File: src/rtl/core/assert_macros.svh
// Assertion helper macros shared by the script tokenizer RTL.
// Each macro expects i_clk and i_rst_n (active low) in the including scope.
`ifndef ASSERT_MACROS_SVH
`define ASSERT_MACROS_SVH

// The consequent must hold in the same cycle as the antecedent.
`define STK_ASSERT_SAME(label, ante, cons, msg) \
    label: assert property (@(posedge i_clk) disable iff (!i_rst_n) (ante) |-> (cons)) \
        else $error(msg);

// The consequent must hold in the cycle after the antecedent.
`define STK_ASSERT_NEXT(label, ante, cons, msg) \
    label: assert property (@(posedge i_clk) disable iff (!i_rst_n) (ante) |=> (cons)) \
        else $error(msg);

`endif

File: src/rtl/core/stk_pkg.sv
// Shared types, character codes and classifier functions for the script tokenizer.
// No dependencies; used by stk_scan, stk_res_queue and script_tokenizer_core.
`default_nettype none

package stk_pkg;

    // Scanner modes; codes that are not listed act as between tokens.
    typedef enum logic [2:0] {
        MODE_IDLE    = 3'd0,
        MODE_COMMENT = 3'd1,
        MODE_SLASH   = 3'd2,
        MODE_WORD    = 3'd3,
        MODE_QUOTE   = 3'd4
    } t_mode;

    // Token kinds as they appear on the output.
    typedef enum logic [1:0] {
        KIND_WORD   = 2'd0,
        KIND_STRING = 2'd1,
        KIND_DELIM  = 2'd2
    } t_kind;

    // Character codes the scanner reacts to.
    localparam logic [7:0] CH_NUL    = 8'h00;
    localparam logic [7:0] CH_NL     = 8'h0A;
    localparam logic [7:0] CH_SPACE  = 8'h20;
    localparam logic [7:0] CH_QUOTE  = 8'h22;
    localparam logic [7:0] CH_APOS   = 8'h27;
    localparam logic [7:0] CH_LPAREN = 8'h28;
    localparam logic [7:0] CH_RPAREN = 8'h29;
    localparam logic [7:0] CH_SLASH  = 8'h2F;
    localparam logic [7:0] CH_COLON  = 8'h3A;
    localparam logic [7:0] CH_LBRACE = 8'h7B;
    localparam logic [7:0] CH_RBRACE = 8'h7D;

    // Output length field width, results per byte and result queue sizing.
    localparam int LEN_W       = 6;
    localparam int RES_MAX     = 3;
    localparam int QUEUE_DEPTH = 4;
    localparam int QPTR_W      = 2;
    localparam int QCNT_W      = 3;

    // One result item.
    typedef struct packed {
        logic [7:0]       token_byte;
        logic             byte_valid;
        logic             token_last;
        t_kind            token_kind;
        logic [LEN_W-1:0] token_length;
        logic             truncated;
    } t_result;

    // All results caused by one input byte, slot 0 first.
    typedef struct packed {
        t_result [RES_MAX-1:0] res;
        logic [1:0]            cnt;
    } t_res_group;

    // Control bytes, space and the upper half (negative as signed char).
    function automatic logic is_space(input logic [7:0] b);
        return (b <= CH_SPACE) || b[7];
    endfunction

    // One-character tokens.
    function automatic logic is_delim(input logic [7:0] b);
        return b inside {CH_LBRACE, CH_RBRACE, CH_RPAREN, CH_LPAREN, CH_APOS, CH_COLON};
    endfunction

endpackage

`default_nettype wire

File: src/rtl/core/stk_scan.sv
// Combinational scanner step: next mode, count and overflow flag plus up to
// three results for one text byte. Depends on stk_pkg.
`default_nettype none

module stk_scan #(
    parameter int MAX_TOKEN = 64,
    localparam int CntW = $clog2(MAX_TOKEN)
) (
    input  wire logic [7:0]          i_byte,
    input  wire stk_pkg::t_mode      i_mode,
    input  wire logic [CntW-1:0]     i_kept,
    input  wire logic                i_ovf,
    output stk_pkg::t_mode           o_next_mode,
    output logic [CntW-1:0]          o_next_kept,
    output logic                     o_next_ovf,
    output stk_pkg::t_res_group      o_group
);

    localparam logic [CntW-1:0] KeepMax = CntW'(MAX_TOKEN - 1);
    localparam logic [CntW-1:0] KeptOne = CntW'(1);

    // Build one result; the length is the kept count masked to the field width.
    function automatic stk_pkg::t_result mk(input logic [7:0] b, input logic valid,
                                            input logic last, input stk_pkg::t_kind kind,
                                            input logic [CntW-1:0] kept, input logic trunc);
        stk_pkg::t_result              r;
        logic [CntW+stk_pkg::LEN_W-1:0] ext;
        ext            = (CntW + stk_pkg::LEN_W)'(kept);
        r.token_byte   = b;
        r.byte_valid   = valid;
        r.token_last   = last;
        r.token_kind   = kind;
        r.token_length = ext[stk_pkg::LEN_W-1:0];
        r.truncated    = trunc;
        return r;
    endfunction

    logic                      held_slash;
    logic [CntW-1:0]           base_kept;
    logic                      base_ovf;
    stk_pkg::t_result [1:0]    w_res;
    logic [1:0]                w_cnt;
    stk_pkg::t_mode            w_mode;
    logic [CntW-1:0]           w_kept;
    logic                      w_ovf;

    // A held slash released by a non-slash byte becomes the first word character.
    assign held_slash = (i_mode == stk_pkg::MODE_SLASH) && (i_byte != stk_pkg::CH_SLASH);
    assign base_kept  = held_slash ? KeptOne : i_kept;
    assign base_ovf   = held_slash ? 1'b0 : i_ovf;

    // Handling of a byte inside a word.
    always_comb begin
        w_res  = '0;
        w_cnt  = 2'd0;
        w_mode = stk_pkg::MODE_WORD;
        w_kept = base_kept;
        w_ovf  = base_ovf;
        if (stk_pkg::is_delim(i_byte)) begin
            // Close the word, then emit the delimiter as its own token.
            w_res[0] = mk(stk_pkg::CH_NUL, 1'b0, 1'b1, stk_pkg::KIND_WORD, base_kept, base_ovf);
            w_res[1] = mk(i_byte, 1'b1, 1'b1, stk_pkg::KIND_DELIM, KeptOne, 1'b0);
            w_cnt    = 2'd2;
            w_mode   = stk_pkg::MODE_IDLE;
            w_kept   = '0;
            w_ovf    = 1'b0;
        end else if (stk_pkg::is_space(i_byte)) begin
            w_res[0] = mk(stk_pkg::CH_NUL, 1'b0, 1'b1, stk_pkg::KIND_WORD, base_kept, base_ovf);
            w_cnt    = 2'd1;
            w_mode   = stk_pkg::MODE_IDLE;
            w_kept   = '0;
            w_ovf    = 1'b0;
        end else if (base_kept < KeepMax) begin
            w_kept   = base_kept + KeptOne;
            w_res[0] = mk(i_byte, 1'b1, 1'b0, stk_pkg::KIND_WORD, w_kept, 1'b0);
            w_cnt    = 2'd1;
        end else begin
            w_ovf = 1'b1;
        end
    end

    // Mode dispatch.
    always_comb begin
        o_next_mode = i_mode;
        o_next_kept = i_kept;
        o_next_ovf  = i_ovf;
        o_group     = '0;
        case (i_mode)
            stk_pkg::MODE_COMMENT: begin
                if ((i_byte == stk_pkg::CH_NUL) || (i_byte == stk_pkg::CH_NL)) begin
                    o_next_mode = stk_pkg::MODE_IDLE;
                end
            end
            stk_pkg::MODE_SLASH: begin
                if (held_slash) begin
                    o_group.res = {w_res[1], w_res[0],
                                   mk(stk_pkg::CH_SLASH, 1'b1, 1'b0, stk_pkg::KIND_WORD,
                                      KeptOne, 1'b0)};
                    o_group.cnt = w_cnt + 2'd1;
                    o_next_mode = w_mode;
                    o_next_kept = w_kept;
                    o_next_ovf  = w_ovf;
                end else begin
                    o_next_mode = stk_pkg::MODE_COMMENT;
                end
            end
            stk_pkg::MODE_WORD: begin
                o_group.res = {stk_pkg::t_result'('0), w_res[1], w_res[0]};
                o_group.cnt = w_cnt;
                o_next_mode = w_mode;
                o_next_kept = w_kept;
                o_next_ovf  = w_ovf;
            end
            stk_pkg::MODE_QUOTE: begin
                if ((i_byte == stk_pkg::CH_QUOTE) || (i_byte == stk_pkg::CH_NUL)) begin
                    o_group.res[0] = mk(stk_pkg::CH_NUL, 1'b0, 1'b1, stk_pkg::KIND_STRING,
                                        i_kept, i_ovf);
                    o_group.cnt    = 2'd1;
                    o_next_mode    = stk_pkg::MODE_IDLE;
                    o_next_kept    = '0;
                    o_next_ovf     = 1'b0;
                end else if (i_kept < KeepMax) begin
                    o_next_kept    = i_kept + KeptOne;
                    o_group.res[0] = mk(i_byte, 1'b1, 1'b0, stk_pkg::KIND_STRING,
                                        o_next_kept, 1'b0);
                    o_group.cnt    = 2'd1;
                end else begin
                    o_next_ovf = 1'b1;
                end
            end
            default: begin
                // Between tokens: whitespace is skipped, anything else opens a token.
                o_next_mode = stk_pkg::MODE_IDLE;
                if (!stk_pkg::is_space(i_byte)) begin
                    o_next_kept = '0;
                    o_next_ovf  = 1'b0;
                    if (i_byte == stk_pkg::CH_SLASH) begin
                        o_next_mode = stk_pkg::MODE_SLASH;
                    end else if (i_byte == stk_pkg::CH_QUOTE) begin
                        o_next_mode = stk_pkg::MODE_QUOTE;
                    end else if (stk_pkg::is_delim(i_byte)) begin
                        o_group.res[0] = mk(i_byte, 1'b1, 1'b1, stk_pkg::KIND_DELIM,
                                            KeptOne, 1'b0);
                        o_group.cnt    = 2'd1;
                    end else begin
                        o_next_mode    = stk_pkg::MODE_WORD;
                        o_next_kept    = KeptOne;
                        o_group.res[0] = mk(i_byte, 1'b1, 1'b0, stk_pkg::KIND_WORD,
                                            KeptOne, 1'b0);
                        o_group.cnt    = 2'd1;
                    end
                end
            end
        endcase
    end

endmodule

`default_nettype wire

File: src/rtl/core/stk_res_queue.sv
// Four-entry result queue: takes up to three results per cycle, gives one.
// Depends on stk_pkg.
`default_nettype none

module stk_res_queue (
    input  wire logic                i_clk,
    input  wire logic                i_rst_n,
    input  wire logic                i_wr_en,
    input  wire stk_pkg::t_res_group i_wr,
    input  wire logic                i_rd,
    output stk_pkg::t_result         o_rd_data,
    output logic                     o_valid,
    output logic                     o_room
);

    stk_pkg::t_result                  r_mem [stk_pkg::QUEUE_DEPTH];
    logic [stk_pkg::QPTR_W-1:0]        r_wr_ptr;
    logic [stk_pkg::QPTR_W-1:0]        r_rd_ptr;
    logic [stk_pkg::QCNT_W-1:0]        r_count;
    logic [stk_pkg::QCNT_W-1:0]        n_count;
    logic [1:0]                        wr_cnt;
    logic                              rd_go;

    assign wr_cnt  = i_wr_en ? i_wr.cnt : 2'd0;
    assign rd_go   = i_rd && o_valid;
    assign n_count = r_count + stk_pkg::QCNT_W'(wr_cnt) - stk_pkg::QCNT_W'(rd_go);

    // Room for a full group of results is judged from the stored count only.
    assign o_valid   = (r_count != '0);
    assign o_room    = (r_count <= stk_pkg::QCNT_W'(stk_pkg::QUEUE_DEPTH - stk_pkg::RES_MAX));
    assign o_rd_data = r_mem[r_rd_ptr];

    // Pointers and fill count.
    always_ff @(posedge i_clk) begin
        if (!i_rst_n) begin
            r_wr_ptr <= '0;
            r_rd_ptr <= '0;
            r_count  <= '0;
        end else begin
            r_wr_ptr <= r_wr_ptr + stk_pkg::QPTR_W'(wr_cnt);
            r_rd_ptr <= r_rd_ptr + stk_pkg::QPTR_W'(rd_go);
            r_count  <= n_count;
        end
    end

    // Result storage, written in order from the write pointer.
    always_ff @(posedge i_clk) begin
        for (int k = 0; k < stk_pkg::RES_MAX; k++) begin
            if (2'(k) < wr_cnt) begin
                r_mem[r_wr_ptr + stk_pkg::QPTR_W'(k)] <= i_wr.res[k];
            end
        end
    end

endmodule

`default_nettype wire

File: src/rtl/core/script_tokenizer_core.sv
// Top level of the script tokenizer: scanner state, scanner step and result queue.
// Depends on stk_pkg, stk_scan, stk_res_queue and assert_macros.svh.
//
// The tokenizer takes script text one byte per request and streams out tokens one
// character per result, each token closed by a result with tlast set. Results are
// written into the four-entry result queue and shown from there. A new byte is
// taken every cycle, but only while the queue holds at most one result, and the
// queue drains one result per cycle while the output is ready. So a byte that gives
// two or three results (a word ended by a delimiter, or a held slash released)
// keeps the input waiting until the queue is down to one result again. Tokens keep at most
// MAX_TOKEN-1 characters; the rest are dropped and flagged on the closing result.
`default_nettype none

module script_tokenizer_core #(
    parameter int MAX_TOKEN = 64
) (
    input  wire logic        i_clk,
    input  wire logic        i_rst_n,
    // Input stream. tdata: text_byte[7:0].
    input  wire logic        i_s_axis_tvalid,
    output logic             o_s_axis_tready,
    input  wire logic [7:0]  i_s_axis_tdata,
    // Output stream. tdata: token_byte[7:0], token_length[13:8], truncated[14], zero[15].
    output logic             o_m_axis_tvalid,
    input  wire logic        i_m_axis_tready,
    output logic [15:0]      o_m_axis_tdata,
    output logic             o_m_axis_tlast,
    // tuser: byte_valid[0], token_kind[2:1].
    output logic [2:0]       o_m_axis_tuser
);

    localparam int CntW = $clog2(MAX_TOKEN);

    stk_pkg::t_mode       r_mode;
    stk_pkg::t_mode       n_mode;
    logic [CntW-1:0]      r_kept;
    logic [CntW-1:0]      n_kept;
    logic                 r_ovf;
    logic                 n_ovf;
    stk_pkg::t_res_group  scan_group;
    stk_pkg::t_result     out_res;
    logic                 accept;
    logic                 queue_room;

    assign accept          = i_s_axis_tvalid && queue_room;
    assign o_s_axis_tready = queue_room;

    // Scanner step for the byte on the input.
    stk_scan #(
        .MAX_TOKEN (MAX_TOKEN)
    ) u_scan (
        .i_byte      (i_s_axis_tdata),
        .i_mode      (r_mode),
        .i_kept      (r_kept),
        .i_ovf       (r_ovf),
        .o_next_mode (n_mode),
        .o_next_kept (n_kept),
        .o_next_ovf  (n_ovf),
        .o_group     (scan_group)
    );

    // Scanner state advances on every accepted byte.
    always_ff @(posedge i_clk) begin
        if (!i_rst_n) begin
            r_mode <= stk_pkg::MODE_IDLE;
            r_kept <= '0;
            r_ovf  <= 1'b0;
        end else if (accept) begin
            r_mode <= n_mode;
            r_kept <= n_kept;
            r_ovf  <= n_ovf;
        end
    end

    // Results wait here until the output side takes them.
    stk_res_queue u_queue (
        .i_clk     (i_clk),
        .i_rst_n   (i_rst_n),
        .i_wr_en   (accept),
        .i_wr      (scan_group),
        .i_rd      (i_m_axis_tready),
        .o_rd_data (out_res),
        .o_valid   (o_m_axis_tvalid),
        .o_room    (queue_room)
    );

    // Output packing.
    assign o_m_axis_tdata = {1'b0, out_res.truncated, out_res.token_length, out_res.token_byte};
    assign o_m_axis_tlast = out_res.token_last;
    assign o_m_axis_tuser = {out_res.token_kind, out_res.byte_valid};

    `include "assert_macros.svh"

    // The kept count never passes the token limit.
    `STK_ASSERT_SAME(a_kept_limit, 1'b1, r_kept <= CntW'(MAX_TOKEN - 1), "kept count over limit")
    // Between tokens no characters are counted.
    `STK_ASSERT_SAME(a_idle_clear, r_mode == stk_pkg::MODE_IDLE, r_kept == '0,
                     "kept count not cleared between tokens")
    // A byte that causes results makes the output valid in the next cycle.
    `STK_ASSERT_NEXT(a_result_shows, accept && (scan_group.cnt != 2'd0), o_m_axis_tvalid,
                     "result of accepted byte not shown")
    // A result without a character only ever closes a token.
    `STK_ASSERT_SAME(a_bare_end_last, o_m_axis_tvalid && !o_m_axis_tuser[0], o_m_axis_tlast,
                     "bare result is not a token end")

endmodule

`default_nettype wire

File: config.mk
export PLATFORM = sky130hd
export DESIGN_NAME = script_tokenizer_core
export DESIGN_NICKNAME = d
export VERILOG_FILES = /design/src/rtl/core/stk_pkg.sv /design/src/rtl/core/stk_scan.sv /design/src/rtl/core/stk_res_queue.sv /design/src/rtl/core/script_tokenizer_core.sv
export VERILOG_INCLUDE_DIRS = /design/src /design/src/rtl/core
export SDC_FILE = /design/constraint.sdc
export NUM_CORES = 1
export LEC_CHECK = 0
export BUFFER_PORTS_ARGS = -buffer_cell sky130_fd_sc_hd__buf_4
export CORE_MARGIN = 5
export CORE_UTILIZATION = 35
export CTS_CLUSTER_SIZE = 30
export DETAILED_ROUTE_END_ITERATION = 12
export GPL_TIMING_DRIVEN = 0
export PLACE_DENSITY = 0.6
export SETUP_SLACK_MARGIN = 0.4
export SLEW_MARGIN = 20
export SYNTH_ARGS = -nofsm -noshare
export SYNTH_HDL_FRONTEND = slang
export SYNTH_SLANG_ARGS = --single-unit
File: constraint.sdc
create_clock -name i_clk -period 11.75 [get_ports i_clk]
set_input_delay 1.7625 -clock i_clk [delete_from_list [all_inputs] [get_ports i_clk]]
set_output_delay 1.7625 -clock i_clk [all_outputs]
set_load 0.05 [all_outputs]
# --- Word-level counts from Yosys, hierarchy flattened ---
# Memories as Yosys holds them, arrays and structs flattened. A register that Yosys moved wholly into a read port is not among the register bits.
# Cells that the tools add are included.
classes:
  n_reduce_logical: 12
  n_lt_le_gt_ge: 7
  mux: 55
  n_addsub: 9
  n_bitwise: 1
  eq_ne: 20
op_table:
  columns: ["operator", "count"]
  rows:
  - ["21-bit 2-to-1 mux", 5]
  - ["21-bit one-hot mux with 4 select lines", 1]
  - ["19-bit 2-to-1 mux", 4]
  - ["38-bit one-hot mux with 2 select lines", 1]
  - ["6-bit 2-to-1 mux", 10]
  - ["59-bit 2-to-1 mux", 1]
  - ["8-bit by 6-bit equality test with 1-bit output, second input constant", 6]
  - ["6-bit one-hot mux with 4 select lines", 1]
  - ["3-bit 2-to-1 mux", 7]
  - ["8-bit by 7-bit equality test with 1-bit output, second input constant", 2]
  - ["1-bit 2-to-1 mux", 16]
  - ["6-bit by 1-bit adder with 6-bit output, second input constant", 2]
  - ["6-bit less-than comparator, second input constant", 2]
  - ["12-bit 2-to-1 mux", 1]
  - ["2-bit 2-to-1 mux", 6]
  - ["3-bit one-hot mux with 4 select lines", 1]
  - ["5-bit AND reduction", 2]
  - ["8-bit by 4-bit equality test with 1-bit output, second input constant", 1]
  - ["8-bit by 6-bit less-or-equal comparator with 1-bit output, second input constant", 1]
  - ["8-bit logical NOT", 1]
  - ["8-bit by 6-bit inequality test with 1-bit output, second input constant", 1]
  - ["3-bit by 2-bit equality test with 1-bit output, second input constant", 2]
  - ["2-bit by 1-bit inequality test with 1-bit output, second input constant", 3]
  - ["6-bit nonzero test", 1]
  - ["other kinds (20)", 26]
totals:
  n_memories: 1
  ff_bits: 17
  mem_bits_rw: 76
  wordCells: 111
mem_list:
  columns: ["name", "depth", "word_bits", "read_ports", "rd_ports_with_merged_regs", "write_ports", "line", "rtl"]
  rows:
  - ["u_queue.r_mem", 4, 19, 1, 1, 3, "stk_res_queue.sv:16", "stk_pkg::t_result r_mem [stk_pkg::QUEUE_DEPTH];"]

# --- Depth between registers and ports, before layout ---
logic_depth:
  depth_word: 14
  mapped_depth: 19
  mapped_depth_nobuf: 17

# --- Modules after synthesis ---
# A second synthesis with hierarchy kept.
unflattened:
  hier_cells: 605
  hier_area_um2: 6998.0
by_module_without_submodules:
  columns: ["mod", "cells_each", "area_per_inst_um2", "n_inst"]
  rows:
  - ["stk_res_queue", 326, 5102.4, 1]
  - ["stk_scan", 231, 1451.4, 1]
  - ["script_tokenizer_core", 48, 444.2, 1]

# --- Worst setup path after synthesis ---
# Ideal clock, no wire load.
synth_path:
  path_type: "in2reg"
  from: "input i_s_axis_tdata[2]"
  to: "register u_queue.r_count[2] (netlist name)"
  slack_ps: 6444
  path_stages: 19
  setup_time_ps: 115
  arrival_time_ps: 5191
  path_cell_list: "buf_4 -> and4_1 -> a211o_1 -> buf_1 -> nand2_1 -> inv_1 -> ha_1 -> nand3_1 -> nor2_1 -> a21o_1 -> mux2i_1 -> o21ai_0 -> nand2_1 -> ha_1 -> inv_1 -> fa_1 -> xor2_1 -> xnor2_1 -> and2_1"
synth_between:
  elab_chain_cells: 13
  elab_cells_between_ends: 30
synth_rtl:
  columns: ["item", "line", "rtl"]
  rows:
  - ["start, declared", "script_tokenizer_core.sv:22", "input wire logic [7:0] i_s_axis_tdata,"]
  - ["8-bit by 6-bit inequality test with 1-bit output", "stk_scan.sv:48", "assign held_slash = (i_mode == stk_pkg::MODE_SLASH) && (i_byte != stk_pkg::CH_SLASH);"]
  - ["1-bit logical AND", "stk_scan.sv:48", null]
  - ["6-bit 2-to-1 mux", "stk_scan.sv:49", "assign base_kept = held_slash ? KeptOne : i_kept;"]
  - ["6-bit less-than comparator", "stk_scan.sv:73", "end else if (base_kept < KeepMax) begin"]
  - ["1-bit 2-to-1 mux", "stk_scan.sv:73", null]
  - ["2-bit 2-to-1 mux", "stk_scan.sv:67", "end else if (stk_pkg::is_space(i_byte)) begin"]
  - ["2-bit 2-to-1 mux", "stk_scan.sv:59", "if (stk_pkg::is_delim(i_byte)) begin"]
  - ["2-bit by 1-bit adder with 2-bit output", "stk_scan.sv:99", "o_group.cnt = w_cnt + 2'd1;"]
  - ["59-bit 2-to-1 mux", "stk_scan.sv:95", "if (held_slash) begin"]
  - ["21-bit one-hot mux with 4 select lines *", "stk_scan.sv:88", "case (i_mode)"]
  - ["2-bit 2-to-1 mux *", "stk_res_queue.sv:24", "assign wr_cnt = i_wr_en ? i_wr.cnt : 2'd0;"]
  - ["3-bit by 2-bit adder with 3-bit output *", "stk_res_queue.sv:26", "assign n_count = r_count + stk_pkg::QCNT_W'(wr_cnt) - stk_pkg::QCNT_W'(rd_go);"]
  - ["3-bit by 1-bit subtractor with 3-bit output *", "stk_res_queue.sv:26", null]
  - ["end signal, assigned", "stk_res_queue.sv:42", "r_count <= n_count;"]
  - ["end, declared", "stk_res_queue.sv:19", "logic [stk_pkg::QCNT_W-1:0] r_count;"]
# Mark *: on every way between the ends. The rest lies on a longest branch, timed or not.
# A chain may end at the register's enable or synchronous reset.

==> results.json <==
{
  "status": "complete, no violations",
  "nNetsFinal": 626,
  "critPathCaptureType": "register",
  "diodes": 0,
  "synth_ff_type": "edfxtp_1",
  "crit_path_start_kind": "input port",
  "row_count": 46,
  "ys_top_cells_by_count": "nand2_1, edfxtp_1, dfxtp_1",
  "final.setup_skew_ps": 9.00,
  "synth_top_area_share_pct": 25.5,
  "min-delay-start": "u_queue.r_mem[1][6]$_SDFFE_PP0P_",
  "post-route-min-period_ps": 6520,
  "tightest_slew_ps": 1110,
  "combPwrFrac_pct": 34.8,
  "hold_path_end": "u_queue.r_mem[1][6]$_SDFFE_PP0P_",
  "cts-root-buf": "clkbuf_16",
  "rsz0062_at_grt": "no",
  "die_y_um": 137,
  "p_seq_share_pct": 36.4,
  "gr-total-overflow": 0,
  "postCtsHoldBufs": 0,
  "die_width_um": 137,
  "arrival_ps": 6420,
  "p_int_w": 0.000640,
  "post_cts_buffers": 0,
  "dp_hpwl_um": 12700,
  "drive_above_1_share_pct": 17.9,
  "gp_congestion": 0.913,
  "p_sw_share_pct": 38.1,
  "drtIter0Drc": 510,
  "holdPathStages": 2,
  "cts_sinks": 93,
  "rr_worst_depth": 14,
  "fmaxAchievable_mhz": 153,
  "htreeDepth": 3,
  "finalHoldViolCount": 0,
  "synth-edff-count": 48,
  "grt_pass1_vias": 4945,
  "synth.avg_cell_area_sq_um": 10.0,
  "synth_cells": 564,
  "powerDensity_nw_per_um2": 160,
  "synth_area_leaders": "edfxtp_1, dfxtp_1, mux4_2, nand2_1, o21ai_0",
  "grt_usage_pct": 19.4,
  "timing.slew.headroom_pct": 26.2,
  "coreArea_sq_um": 15900,
  "multiInputGateArea_sq_um": 3100,
  "drtAntennaViolNets": 0,
  "synthesis.area_sq_um": 5650,
  "antenna_found_initial": 0,
  "yosys_warnings": 0,
  "required_ps": 11650,
  "leakage_nw": 2.27,
  "setup_viol": 0,
  "clk_path_buf_depth": 2,
  "max-cap-violations": 0,
  "fill_cells": 1595,
  "reg2reg_slack_ps": 6570,
  "synth_top_area_cell": "edfxtp_1",
  "wirelength_um": 17500,
  "first_pass_iters": 5,
  "fin_crit_sh_pct": 55.5,
  "io_buffers": 30,
  "critPathMaxFanout": 12,
  "synth_nets": 585,
  "seqCellArea_sq_um": 2340,
  "power_frac_clock_pct": 28.8,
  "peakVddDrop_mv": 0.123,
  "grt_pass1_wl_um": 27800,
  "viasPerCell": 6.00,
  "min_path_type": "reg -> reg",
  "synth-async-reset-ratio_pct": 0,
  "die_area_sq_um": 18800,
  "clock_latency_ps": 370,
  "power.switching_w": 0.000394,
  "setup_tns_ps": 0,
  "numCtsBuffers": 9,
  "via_count": 4954,
  "io_pins": 34,
  "ctsResizeCount": 0,
  "grt_max_degree": 20,
  "ys_seq_area_share_pct": 41.4,
  "ys_types": 79,
  "r2r_start": "r_mode[2]$_SDFFE_PN0P_",
  "remaining_drc_errors": 0,
  "yosys.cell_count.top_type": "nand2_1",
  "routedWlPerCell_um": 21.1,
  "r2r_end": "u_queue.r_mem[0][11]$_DFFE_PP_",
  "slew_violations": 0,
  "ys_seq_elements": 93,
  "critical_path_class": "in -> reg",
  "start_util_pct": 35.6,
  "fin_hold_ws_ps": 470,
  "areaGrowthSynthToFinish_pct": 14.1,
  "cts_tree": "built",
  "clk_pin_slew_worst_paths_ps": 70
}
-- power by group through the flow --
stage          registers (W)  clock network (W)  logic (W)
3_5_place_dp        0.000384                  0   0.000360
5_1_grt             0.000379           0.000315   0.000387
2_1_floorplan       0.000378                  0   0.000266
3_3_place_gp        0.000383                  0   0.000355
4_1_cts             0.000376           0.000301   0.000362
6_report            0.000376           0.000298   0.000360
-- cell families after synthesis --
| group | Yosys count | share of synthesized area (%) |
|---|---|---|
| other | 1 | 0.0663 |
| multiplexers | 29 | 9.36 |
| buffers and inverters | 49 | 3.89 |
| AND/OR/NAND/NOR | 186 | 16.8 |
| adder cells (fa/ha/maj) | 9 | 2.12 |
| flip-flops | 93 | 41.4 |
| AO/OA/AOI/OAI | 189 | 25.1 |
| XOR/XNOR | 8 | 1.24 |
-- sequential cells by signal (all words and copies together), names as in the netlist --
register / count
r_kept: 6
r_ovf: 1
u_queue.r_rd_ptr: 2
u_queue.r_mem: 76
u_queue.r_count: 3
u_queue.r_wr_ptr: 2
r_mode: 3
-- cell type report --
class                   count  area share, %
inverters                  14          0.814
repair buffers             30           3.49
multi-input cells         422           48.0
flip-flops and latches     93           36.3
well taps                 216           4.19
clock inverters             7           1.16
plain buffers              35           2.60
clock buffers               9           3.49
-- critical path, cell delays in order --
cell and delay, ps:
buf_4 110, buf_2 190, nor4b_4 500, a211o_1 300, buf_1 460, nand2_1 170, inv_1 90, ha_1 300
nand3_1 170, nor2_1 350, a21o_1 230, o31ai_1 160, o21ai_1 680, buf_2 370, nand3_1 560
-- through the flow --
stage	setup slack [ps]	cells	power [W]	cell area, sq um	utilization, %
3_3_place_gp	4970	810	0.000737	6150	38.7
4_1_cts	5320	826	0.00104	6450	40.6
6_report	5230	826	0.00103	6450	40.6
5_1_grt	4940	826	0.00108	6450	40.6
2_1_floorplan	6440	564	0.000645	5650	-
3_5_place_dp	4960	810	0.000744	6150	38.7
-- routing by layer --
metal	track usage (%)	up-vias	part of all wire [%]
li1	-	2260	-
met1	25.2	2388	42
met2	31.1	246	47
met3	4.26	60	7.8
met4	8.26	0	3.5
met5	0	-	0
-- layout by cell type, fill, tap and decap left out, drive strengths merged, types with 8 or more instances in the layout --
| cell | count |
|---|---|
| mux4 | 19 |
| edfxtp | 48 |
| o221ai | 13 |
| mux2i | 9 |
| nor3 | 11 |
| nand2 | 53 |
| a31oi | 12 |
| nor2b | 10 |
| nor2 | 37 |
| buf | 51 |
| inv | 19 |
| o21a | 19 |
| nand2b | 8 |
| clkbuf | 23 |
| ha | 8 |
| and2 | 14 |
| a21oi | 31 |
| dfxtp | 45 |
| o21ai | 35 |
| nand3 | 25 |
| a22oi | 8 |
-- worst max path at each step --
stage | startpoint | end | slack (ps) | cells past startpoint
finish | i_s_axis_tdata[6] | u_queue.r_mem[0][11]$_DFFE_PP_ | 5230 | 15
global route | i_s_axis_tdata[6] | u_queue.r_mem[0][11]$_DFFE_PP_ | 4940 | 15
CTS | i_s_axis_tdata[6] | u_queue.r_mem[0][14]$_DFFE_PP_ | 5320 | 15
detailed placement | i_s_axis_tdata[6] | u_queue.r_mem[0][14]$_DFFE_PP_ | 4960 | 15
global placement | i_s_axis_tdata[6] | u_queue.r_mem[0][14]$_DFFE_PP_ | 4970 | 15
floorplan | i_s_axis_tdata[2] | u_queue.r_count[2]$_SDFF_PN0_ | 6440 | 19
(Power assumes the default switching activity.)
